--- src/sv/assert_macros.svh ---
// Assertion helpers for the card poll sequencer.
// Each macro takes a label, a clock, an active-low reset, an antecedent and a consequent.
`ifndef ASSERT_MACROS_SVH
`define ASSERT_MACROS_SVH

`ifndef SYNTH

`define RCPS_ASSERT_IMP(lbl, clk, rstn, ante, cons) \
	lbl: assert property (@(posedge clk) disable iff (!(rstn)) (ante) |-> (cons)) \
		else $error("rcps assertion failed: same-cycle check");

`define RCPS_ASSERT_NXT(lbl, clk, rstn, ante, cons) \
	lbl: assert property (@(posedge clk) disable iff (!(rstn)) (ante) |=> (cons)) \
		else $error("rcps assertion failed: next-cycle check");

`else

`define RCPS_ASSERT_IMP(lbl, clk, rstn, ante, cons)

`define RCPS_ASSERT_NXT(lbl, clk, rstn, ante, cons)

`endif

`endif

--- src/sv/rcps_pkg.sv ---
`timescale 1ns / 1ps

package rcps_pkg;

	// Input action codes.
	localparam logic [1:0] ACT_TICK  = 2'd0;
	localparam logic [1:0] ACT_RX    = 2'd1;
	localparam logic [1:0] ACT_START = 2'd2;

	// Result kind codes.
	localparam logic [1:0] KIND_TX      = 2'd0;
	localparam logic [1:0] KIND_PRESENT = 2'd1;
	localparam logic [1:0] KIND_ID      = 2'd2;

	// Configuration register indexes.
	localparam logic CFG_TIMEOUT = 1'b0;
	localparam logic CFG_GAP     = 1'b1;

	localparam logic [23:0] TIMEOUT_RESET = 24'd1000;
	localparam logic [23:0] GAP_RESET     = 24'd100;

	// Response lengths in bytes.
	localparam logic [3:0] REQ_REPLY_LEN = 4'd8;
	localparam logic [3:0] AC_REPLY_LEN  = 4'd10;

	// Positions inside a response.
	localparam logic [3:0] STATUS_POS   = 4'd2;
	localparam logic [3:0] ID_FIRST_POS = 4'd4;
	localparam logic [3:0] ID_LAST_POS  = 4'd7;

	typedef enum logic {
		FR_REQ,
		FR_AC
	} frame_t;

	// Index of the final byte of each transmit frame.
	function automatic logic [2:0] frame_last_idx(frame_t f);
		logic [2:0] r;
		unique case (f)
			FR_REQ: r = 3'd6;
			FR_AC:  r = 3'd7;
			default: r = 3'd7;
		endcase
		return r;
	endfunction

	// Transmit frame contents; the checksum is the inverted XOR of the earlier bytes.
	function automatic logic [7:0] frame_byte(frame_t f, logic [2:0] i);
		logic [7:0] r;
		r = 8'h00;
		if (f == FR_REQ) begin
			unique case (i)
				3'd0: r = 8'h07;
				3'd1: r = 8'h02;
				3'd2: r = 8'h41;
				3'd3: r = 8'h01;
				3'd4: r = 8'h52;
				3'd5: r = 8'hE8;
				3'd6: r = 8'h03;
				default: r = 8'h00;
			endcase
		end else begin
			unique case (i)
				3'd0: r = 8'h08;
				3'd1: r = 8'h02;
				3'd2: r = 8'h42;
				3'd3: r = 8'h02;
				3'd4: r = 8'h93;
				3'd5: r = 8'h00;
				3'd6: r = 8'h26;
				3'd7: r = 8'h03;
				default: r = 8'h00;
			endcase
		end
		return r;
	endfunction

endpackage

--- src/sv/rfid_card_poll_sequencer_top.sv ---
`timescale 1ns / 1ps
// Channel   Handshake                 Payload
// input     in_valid / in_stall       action, rx_byte
// output    out_valid / out_stall     kind, tx_byte, card_id, last
// config    cfg_we                    cfg_index, cfg_data
//
// Each input beat updates the poll state at the edge that takes it, and its results load
// the output register. One input beat per cycle is sustained while
// each beat causes at most one result and the output is not stalled. A beat that sends
// a frame holds the output for 7 or 8 beats; new input is stalled until its final beat
// leaves, so the output register sets the rate.
// Reset (arst_n low) returns to idle with the default timeout and gap, and no clearing pass.
`include "assert_macros.svh"

module rfid_card_poll_sequencer_top import rcps_pkg::*; #(
	parameter int TIMER_BITS = 24
) (
	input  logic        clk,
	input  logic        arst_n,
	input  logic        in_valid,
	output logic        in_stall,
	input  logic [1:0]  action,
	input  logic [7:0]  rx_byte,
	output logic        out_valid,
	input  logic        out_stall,
	output logic [1:0]  kind,
	output logic [7:0]  tx_byte,
	output logic [31:0] card_id,
	output logic        last,
	input  logic        cfg_we,
	input  logic        cfg_index,
	input  logic [23:0] cfg_data
);

	typedef enum logic [2:0] {
		PH_IDLE,
		PH_REQ_WAIT,
		PH_REQ_GAP,
		PH_AC_WAIT,
		PH_AC_GAP
	} phase_t;

	localparam logic [31:0] TIMER_MAX = 32'hFFFF_FFFF >> (32 - TIMER_BITS);

	phase_t                  phase_q, phase_d;
	logic [TIMER_BITS-1:0]   tick_q, tick_d, tick_inc;
	logic [3:0]              rx_count_q, rx_count_d, rx_inc, need;
	logic [7:0]              status_q, status_d;
	logic [31:0]             id_q, id_d;
	logic [23:0]             timeout_q, gap_q;
	logic [31:0]             tick_ext, lim_to, lim_gap;

	logic                    out_valid_q;
	logic [1:0]              out_kind_q;
	frame_t                  out_frame_q;
	logic [2:0]              out_idx_q;
	logic [31:0]             out_id_q;

	logic                    emit_v;
	logic [1:0]              emit_kind;
	frame_t                  emit_frame;
	logic [31:0]             emit_id;

	logic                    in_fire, out_fire, beat_last;

	// Output beat presentation from the result register.
	assign beat_last = (out_kind_q != KIND_TX) || (out_idx_q == frame_last_idx(out_frame_q));
	assign out_valid = out_valid_q;
	assign kind      = out_kind_q;
	assign tx_byte   = (out_kind_q == KIND_TX) ? frame_byte(out_frame_q, out_idx_q) : 8'h00;
	assign card_id   = out_id_q;
	assign last      = beat_last;

	// Handshakes: input waits only while a result is pending past this cycle.
	assign out_fire = out_valid_q && !out_stall;
	assign in_stall = out_valid_q && !(out_fire && beat_last);
	assign in_fire  = in_valid && !in_stall;

	// Saturating timer and clamped limits.
	assign tick_inc = (&tick_q) ? tick_q : tick_q + TIMER_BITS'(1);
	assign tick_ext = 32'(tick_inc);
	assign lim_to   = (32'(timeout_q) > TIMER_MAX) ? TIMER_MAX : 32'(timeout_q);
	assign lim_gap  = (32'(gap_q) > TIMER_MAX) ? TIMER_MAX : 32'(gap_q);
	assign rx_inc   = rx_count_q + 4'd1;
	assign need     = (phase_q == PH_REQ_WAIT) ? REQ_REPLY_LEN : AC_REPLY_LEN;

	// Next poll state and the results caused by the current input beat.
	always_comb begin
		phase_d    = phase_q;
		tick_d     = tick_q;
		rx_count_d = rx_count_q;
		status_d   = status_q;
		id_d       = id_q;
		emit_v     = 1'b0;
		emit_kind  = KIND_TX;
		emit_frame = FR_REQ;
		emit_id    = 32'h0;
		unique case (action)
			ACT_START: begin
				emit_v     = 1'b1;
				emit_frame = FR_REQ;
				phase_d    = PH_REQ_WAIT;
				tick_d     = '0;
				rx_count_d = 4'd0;
				status_d   = 8'h00;
				id_d       = 32'h0;
			end
			ACT_TICK: begin
				if (phase_q == PH_REQ_WAIT || phase_q == PH_AC_WAIT) begin
					tick_d = tick_inc;
					if (tick_ext >= lim_to) begin
						phase_d = (phase_q == PH_REQ_WAIT) ? PH_REQ_GAP : PH_AC_GAP;
						tick_d  = '0;
					end
				end else if (phase_q == PH_REQ_GAP || phase_q == PH_AC_GAP) begin
					tick_d = tick_inc;
					if (tick_ext >= lim_gap) begin
						emit_v     = 1'b1;
						emit_frame = (phase_q == PH_REQ_GAP) ? FR_AC : FR_REQ;
						phase_d    = (phase_q == PH_REQ_GAP) ? PH_AC_WAIT : PH_REQ_WAIT;
						tick_d     = '0;
						rx_count_d = 4'd0;
						status_d   = 8'h00;
						id_d       = 32'h0;
					end
				end
			end
			ACT_RX: begin
				if (phase_q == PH_REQ_WAIT || phase_q == PH_AC_WAIT) begin
					if (rx_count_q == STATUS_POS) begin
						status_d = rx_byte;
					end
					if (rx_count_q >= ID_FIRST_POS && rx_count_q <= ID_LAST_POS) begin
						id_d = {rx_byte, id_q[31:8]};
					end
					rx_count_d = rx_inc;
					if (rx_inc >= need) begin
						rx_count_d = 4'd0;
						tick_d     = '0;
						if (phase_q == PH_REQ_WAIT) begin
							emit_v    = (status_q == 8'h00);
							emit_kind = KIND_PRESENT;
							phase_d   = PH_REQ_GAP;
						end else if (status_q == 8'h00) begin
							emit_v    = 1'b1;
							emit_kind = KIND_ID;
							emit_id   = id_q;
							phase_d   = PH_IDLE;
						end else begin
							phase_d = PH_AC_GAP;
						end
					end
				end
			end
			default: begin
				phase_d = phase_q;
			end
		endcase
	end

	// Poll state, configuration registers and the result register.
	always_ff @(posedge clk or negedge arst_n) begin
		if (!arst_n) begin
			phase_q     <= PH_IDLE;
			tick_q      <= '0;
			rx_count_q  <= 4'd0;
			status_q    <= 8'h00;
			id_q        <= 32'h0;
			timeout_q   <= TIMEOUT_RESET;
			gap_q       <= GAP_RESET;
			out_valid_q <= 1'b0;
			out_kind_q  <= KIND_TX;
			out_frame_q <= FR_REQ;
			out_idx_q   <= 3'd0;
			out_id_q    <= 32'h0;
		end else begin
			if (cfg_we) begin
				if (cfg_index == CFG_TIMEOUT) begin
					timeout_q <= cfg_data;
				end else begin
					gap_q <= cfg_data;
				end
			end
			if (in_fire) begin
				phase_q    <= phase_d;
				tick_q     <= tick_d;
				rx_count_q <= rx_count_d;
				status_q   <= status_d;
				id_q       <= id_d;
			end
			if (in_fire && emit_v) begin
				out_valid_q <= 1'b1;
				out_kind_q  <= emit_kind;
				out_frame_q <= emit_frame;
				out_idx_q   <= 3'd0;
				out_id_q    <= emit_id;
			end else if (out_fire) begin
				if (beat_last) begin
					out_valid_q <= 1'b0;
				end else begin
					out_idx_q <= out_idx_q + 3'd1;
				end
			end
		end
	end

	// A beat that causes results always leaves the result register loaded.
	`RCPS_ASSERT_NXT(a_emit_loads, clk, arst_n, in_fire && emit_v, out_valid_q && out_idx_q == 3'd0)
	// A frame beat that is not the last advances to the next byte.
	`RCPS_ASSERT_NXT(a_frame_steps, clk, arst_n, out_fire && !beat_last, out_valid_q && out_idx_q == $past(out_idx_q) + 3'd1)
	// While waiting for a reply the byte count stays inside the reply length.
	`RCPS_ASSERT_IMP(a_rx_bound, clk, arst_n, phase_q == PH_REQ_WAIT, rx_count_q < REQ_REPLY_LEN)
	`RCPS_ASSERT_IMP(a_rx_bound_ac, clk, arst_n, phase_q == PH_AC_WAIT, rx_count_q < AC_REPLY_LEN)
	// Idle follows only reset or a finished exchange, so no reply is half counted.
	`RCPS_ASSERT_IMP(a_idle_clean, clk, arst_n, phase_q == PH_IDLE, rx_count_q == 4'd0)

endmodule
--- config.mk ---
export PLATFORM = sky130hd
export DESIGN_NAME = rfid_card_poll_sequencer_top
export DESIGN_NICKNAME = d
export VERILOG_FILES = /design/src/sv/rcps_pkg.sv /design/src/sv/rfid_card_poll_sequencer_top.sv
export VERILOG_INCLUDE_DIRS = /design/src /design/src/sv
export SDC_FILE = /design/constraint.sdc
export NUM_CORES = 1
export LEC_CHECK = 0
export BUFFER_PORTS_ARGS = -buffer_cell sky130_fd_sc_hd__buf_2
export CAP_MARGIN = 10
export CORE_ASPECT_RATIO = 1.4
export CORE_UTILIZATION = 60
export DETAILED_ROUTE_END_ITERATION = 10
export PLACE_DENSITY = 0.81
export SLEW_MARGIN = 5
export SYNTH_ARGS = -nofsm -noshare
export SYNTH_HDL_FRONTEND = slang
export SYNTH_SLANG_ARGS = --single-unit
--- constraint.sdc ---
create_clock -name clk -period 4.9 [get_ports clk]
set_clock_uncertainty 0.2 [all_clocks]
set_input_delay 0.98 -clock clk [delete_from_list [all_inputs] [get_ports clk]]
set_output_delay 0.98 -clock clk [all_outputs]
set_load 0.01 [all_outputs]
Word-level counts from Yosys, hierarchy flattened
Memory sizes are Yosys's and may differ from the RTL's.
Cells that the tools add are included.
Widths: inputs -> output; s select.
{"block": "word_totals", "register_bits": 158, "input_bits": 40, "output_inout_bits": 45, "mem_count": 1, "rom_bits": 64, "elab_cells": 149}
{"block": "op_classes", "n_mux": 71, "n_lt_le_gt_ge": 5, "eq_ne": 25, "n_bitwise": 2, "reduce_logical": 30, "addsub": 3}
{"name": "(no name shown)", "depth": 8, "word_bits": 8, "rd": 1, "rd_ports_with_merged_regs": 0, "wr": 0, "line": "rcps_pkg.sv:63", "rtl": "unique case (i)"}
{"cell": "$mux 32", "n": 10}
{"cell": "$mux 24", "n": 7}
{"cell": "$pmux 32 s3", "n": 1}
{"cell": "$pmux 24 s3", "n": 1}
{"cell": "$mux 8", "n": 7}
{"cell": "$pmux 8 s7", "n": 1}
{"cell": "$ge 24x24->1", "n": 2}
{"cell": "$mux 3", "n": 12}
{"cell": "$add 24x1->24 const B", "n": 1}
{"cell": "$pmux 8 s3", "n": 1}
{"cell": "$reduce_and 24->1", "n": 1}
{"cell": "$reduce_and 7->1", "n": 3}
{"cell": "$mux 4", "n": 5}
{"cell": "$mux 1", "n": 15}
{"cell": "$mux 2", "n": 7}
{"cell": "$ne 2x2->1 const B", "n": 7}
{"cell": "$eq 3x2->1 const B", "n": 4}
{"cell": "$eq 3x3->1 const B", "n": 4}
{"cell": "$pmux 4 s3", "n": 1}
{"cell": "$ne 3x3->1 const B", "n": 3}
{"cell": "$pmux 3 s3", "n": 1}
{"cell": "$logic_not 8->1", "n": 1}
{"cell": "$reduce_and 2->1", "n": 4}
{"cell": "$eq 3x1->1 const B", "n": 2}
{"cell": "22 further kinds", "n": 35}

Longest topological paths before layout
{"block": "logic_depth", "ltp_word": 12, "mapped_depth": 17, "depth_no_buf": 15}

Worst setup path before layout
Ideal clock, no wire load.
{"block": "synth_timing", "path_kind": "register to register", "start": "reg tick_q[0]", "end": "reg phase_q[2]", "setup_time_ns": 0.125, "t_required_ns": 4.575, "path_slack_ns": 0.383, "path_stages_with_launch": 16, "t_arrival_ns": 4.193, "cell_sequence": "dfrtp_1 ha_1 nand3_1 nor4_1 a2111oi_4 nand4_2 or3_4 xnor2_1 ha_1 nand4_1 or4_1 a311o_1 nand4_4 o22ai_4 a21oi_1 mux2_2"}
{"block": "synth_between", "elab_chain_cells": 5}
{"element": "start, declared", "line": "rfid_card_poll_sequencer_top.sv:46", "rtl": "logic [TIMER_BITS-1:0] tick_q, tick_d, tick_inc;"}
{"element": "start signal, assigned", "line": "rfid_card_poll_sequencer_top.sv:186", "rtl": "tick_q <= tick_d;"}
{"element": "$add 24x1->24 / $reduce_and 24->1 (equally long branches)", "line": "rfid_card_poll_sequencer_top.sv:80", "rtl": "assign tick_inc = (&tick_q) ? tick_q : tick_q + TIMER_BITS'(1);"}
{"element": "$mux 24 (*)", "line": "rfid_card_poll_sequencer_top.sv:80"}
{"element": "$ge 24x24->1, on equally long branches", "line": "rfid_card_poll_sequencer_top.sv:111, rfid_card_poll_sequencer_top.sv:117"}
{"element": "$ne 3x3->1 (no source line)"}
{"element": "$reduce_and 7->1 (no source line) (*)"}
{"element": "end signal, assigned", "line": "rfid_card_poll_sequencer_top.sv:185", "rtl": "phase_q <= phase_d;"}
{"element": "end, declared", "line": "rfid_card_poll_sequencer_top.sv:45", "rtl": "phase_t phase_q, phase_d;"}
Every way passes the cells marked *; elsewhere a longest branch is shown, timed or not.
A chain may end at the register's enable or synchronous reset.

Final worst setup path
{"block": "layout_timing", "start": "reg tick_q[9]", "end": "reg tick_q[0]"}
{"block": "layout_between", "elab_chain_cells": 7}
{"element": "$add 24x1->24 / $reduce_and 24->1 (equally long branches)", "line": "rfid_card_poll_sequencer_top.sv:80"}
{"element": "$mux 24 (*)", "line": "rfid_card_poll_sequencer_top.sv:80"}
{"element": "$ge 24x24->1", "line": "rfid_card_poll_sequencer_top.sv:117", "rtl": "if (tick_ext >= lim_gap) begin"}
{"element": "$mux 24", "line": "rfid_card_poll_sequencer_top.sv:117"}
{"element": "$mux 24", "line": "rfid_card_poll_sequencer_top.sv:115", "rtl": "end else if (phase_q == PH_REQ_GAP || phase_q == PH_AC_GAP) begin"}
{"element": "$mux 24 (*)", "line": "rfid_card_poll_sequencer_top.sv:109", "rtl": "if (phase_q == PH_REQ_WAIT || phase_q == PH_AC_WAIT) begin"}
{"element": "$pmux 24 s3 (*)", "line": "rfid_card_poll_sequencer_top.sv:98", "rtl": "unique case (action)"}
Every way passes the cells marked *; elsewhere a longest branch is shown, timed or not. The select of a mux whose other input is x is not followed.

==> impl_metrics.yaml <==
floorplanning:
  rows: 50
  die_h_um: 142.1
  die_x_um: 102.1
  ios: 85
  initial_core_util_pct: 62.29
  die_area_um2: 14510
  core-area_um2: 13510
layout:
  syn_to_final_growth_pct: 15.24
  layout_common_cells: "dfrtp_1 (149), nand2_1 (104), buf_2 (83)"
  diodes: 0
  finalNonFillerCells: 1112
  nFillCells: 982
  drive_gt1_share_pct: 21.08
  layout_commonest_cell: "dfrtp_1"
  nNetsFinal: 1015
grt:
  grt_util_all_layers_pct: 28.87
  antenna_found_initial: 0
  overflow: 0
  grt_first_pass_wirelength_um: 31960
  first_global_vias: 6591
  grt_max_degree: 115
synthesis:
  synth_top_family_by_area: "compound AO/OA/AOI/OAI gates"
  yosys.area_share.simple_pct: 14.55
  seq_area_frac_synth_pct: 47.11
  syn_nets: 930
  synth_compound_area_share_pct: 17.75
  synth_edf_count: 0
  synthMuxAreaShare_pct: 4.489
  ys_warn_count: 0
  synthAdderAreaFrac_pct: 8.473
  synthArstFlopShare_pct: 100.0
  synth_xor_area_share_pct: 2.393
  syn_avg_cell_area_um2: 10.10
  synthCells: 833
  synth.distinct_cells: 67
  synth_area_um2: 8417
  synthFlopType: "dfrtp_1"
  synth_seq_cells: 158
clocking:
  clk_pin_slew_ns: 0.06
  cts_sinks: 158
  cts_tree: "built"
  clockBufferDepth: 2
  cts_made_buffers: 17
  cts.htree.levels: 4
  root_buffer: "clkbuf_16"
  insertion_delay_ns: 0.43
sta:
  rsz0062_at_grt: "no"
  finalCriticalPeriod_ns: 4.747
  setup_viol: 0
  period_share_pct: 96.87
  fmax_ghz: 0.2107
  tightest_slew_ns: 1.132
  final.setup.tns_ns: 0
  max_slew_margin_pct: 24.38
  slew_viol_final: 0
  hold_viol: 0
critical_path:
  crit_required_ns: 5.02
  crit_path_end_kind: "flop"
  start_kind: "flop"
  worstPathMaxFanout: 11
  crit_type: "reg2reg"
  r2r_setup_slack_ns: 0.15
  arrival_ns: 4.86
placed_design:
  io_buffers: 84
  placedCellCount: 1080
  dp_hpwl_um: 13620
  gp_congestion: 0.8845
power_and_ir_drop:
  p_leak_nw: 4.824
  totalPowerFinal_w: 0.003843
  power_density_nw_per_um2: 396.2
  vdd_ir_drop_max_mv: 0.3162
detailed_routing:
  ant_nets: 0
  routedWlPerCell_um: 17.62
  drc: 0
  drt_first_pass_iters: 5
  drt_iter0_drc: 407
  wirelength_um: 19590
  viasPerCell: 5.996
  vias: 6668
job:
  drv_cap: 0
outcome:
  outcome: "finished, final reports clean"
min_path:
  hold_path.class: "reg2reg"
[stage by stage]
stage | instance area, um2 | util, % | setup slack [ns] | hold slack, ns
after CTS | 9692 | 71.72 | 0.04608 | 0.3034
after global routing | 9699 | 71.78 | 0.003694 | 0.3092
final | 9699 | 71.78 | 0.1534 | 0.3009
after detailed placement | 9114 | 67.44 | 0.04490 | 0.2819
after global placement | 9114 | 67.44 | 0.1978 | 0.2839
after floorplan | 8417 | - | 0.3826 | 0.2644
[routing by layer]
layer / up-vias / GRT usage, % / part of all wire [%]
met5: - / 0 / 0
met4: 0 / 15.11 / 3.8
met3: 53 / 5.648 / 3.9
met2: 175 / 49.52 / 52
met1: 3274 / 33.82 / 41
li1: 3166 / - / -
[power breakdown]
part	switching [W]	leakage (nW)	internal (W)	total, W
clock network	0.000532	0.274	0.000766	0.00130
registers	0.000126	2.08	0.00143	0.00156
logic	0.000581	2.47	0.000404	0.000984
[logic make-up (layout without fill, tap and decap cells)]
family                     count (synthesis)  count (layout)
AOI/OAI and AO/OA                        206             206
xor gates and xnor gates                  23              23
adders and majority gates                 57              57
buffers and inverters                    111             208
DFF                                      158             158
muxes                                     33              33
and+or+nand+nor                          245             245
[worst max-delay path: stages, from the launching register on]
cell and delay (ns):
dfrtp_1 0.44, and4_1 0.28, and4_4 0.20, a2111oi_4 0.38, nand4_2 0.21, or3_4 0.42, xnor2_1 0.17, ha_1 0.32
nand4_1 0.17, or4_1 0.55, a311o_1 0.32, nand4_4 0.19, o22ai_4 0.15, buf_4 0.20, a31o_2 0.24, a32o_1 0.20
[sequential cells by signal, indices dropped and copies added (netlist names)]
signal	cells
card_id	32
id_q	32
gap_q	24
tick_q	24
timeout_q	24
status_q	8
rx_count_q	4
out_idx_q	3
phase_q	3
kind	2
out_frame_q	1
out_valid	1
[cell type report]
cell class,instances,area [um2],area share [%]
Multi-Input combinational cell,564,4041,41.67
Timing Repair Buffer,107,624.3,6.437
Clock buffer,20,446.7,4.605
Sequential cell,158,3965,40.88
Clock inverter,11,131.4,1.354
Inverter,70,262.8,2.709
Tap cell,182,227.7,2.348
[Yosys cell counts (all sizes together), types with 5 or more instances]
cell type  count  share of area, %
nor3b          5              0.45
xor2          11               1.1
and2           8              0.59
xnor2         12               1.2
o211ai         7              0.62
a31oi          9              0.67
dfstp          9               2.8
nand3         16              0.95
nand4         24               2.0
ha            57               8.5
o32ai          5              0.52
inv           70               3.1
nor2          39               1.7
and3           5              0.37
nor4           6              0.62
clkbuf        26               1.2
buf           15              0.94
o21ai         53               3.2
nor3           9              0.54
a22o          66               6.9
a21oi         26               1.5
or3            5              0.49
o22ai          5              0.54
or2            5              0.37
mux2          28               3.7
nand2        104               4.6
a21o           7              0.62
nor2b          5              0.37
dfrtp        149                44
[timing repair]
action	in CTS	in global routing
endpoints found under the hold margin	0	0
hold buffers	0	0
endpoints found under the setup margin	0	55
gates resized for setup	0	1
setup buffers	0	1
[path summary, 6_finish.rpt]
kind / startpoint / endpoint / cells past startpoint
max: tick_q[9]$_DFFE_PN0P_ / tick_q[0]$_DFFE_PN0P_ / 15
min: card_id[5]$_DFFE_PN0P_ / card_id[5]$_DFFE_PN0P_ / 1
max reg2reg: tick_q[9]$_DFFE_PN0P_ / tick_q[0]$_DFFE_PN0P_ / 15
min reg2reg: card_id[5]$_DFFE_PN0P_ / card_id[5]$_DFFE_PN0P_ / 1
max in group asynchronous: arst_n / tick_q[15]$_DFFE_PN0P_ / 2
min in group asynchronous: arst_n / timeout_q[2]$_DFFE_PN0P_ / 1
Note: power is estimated with default switching activity, not from simulation.
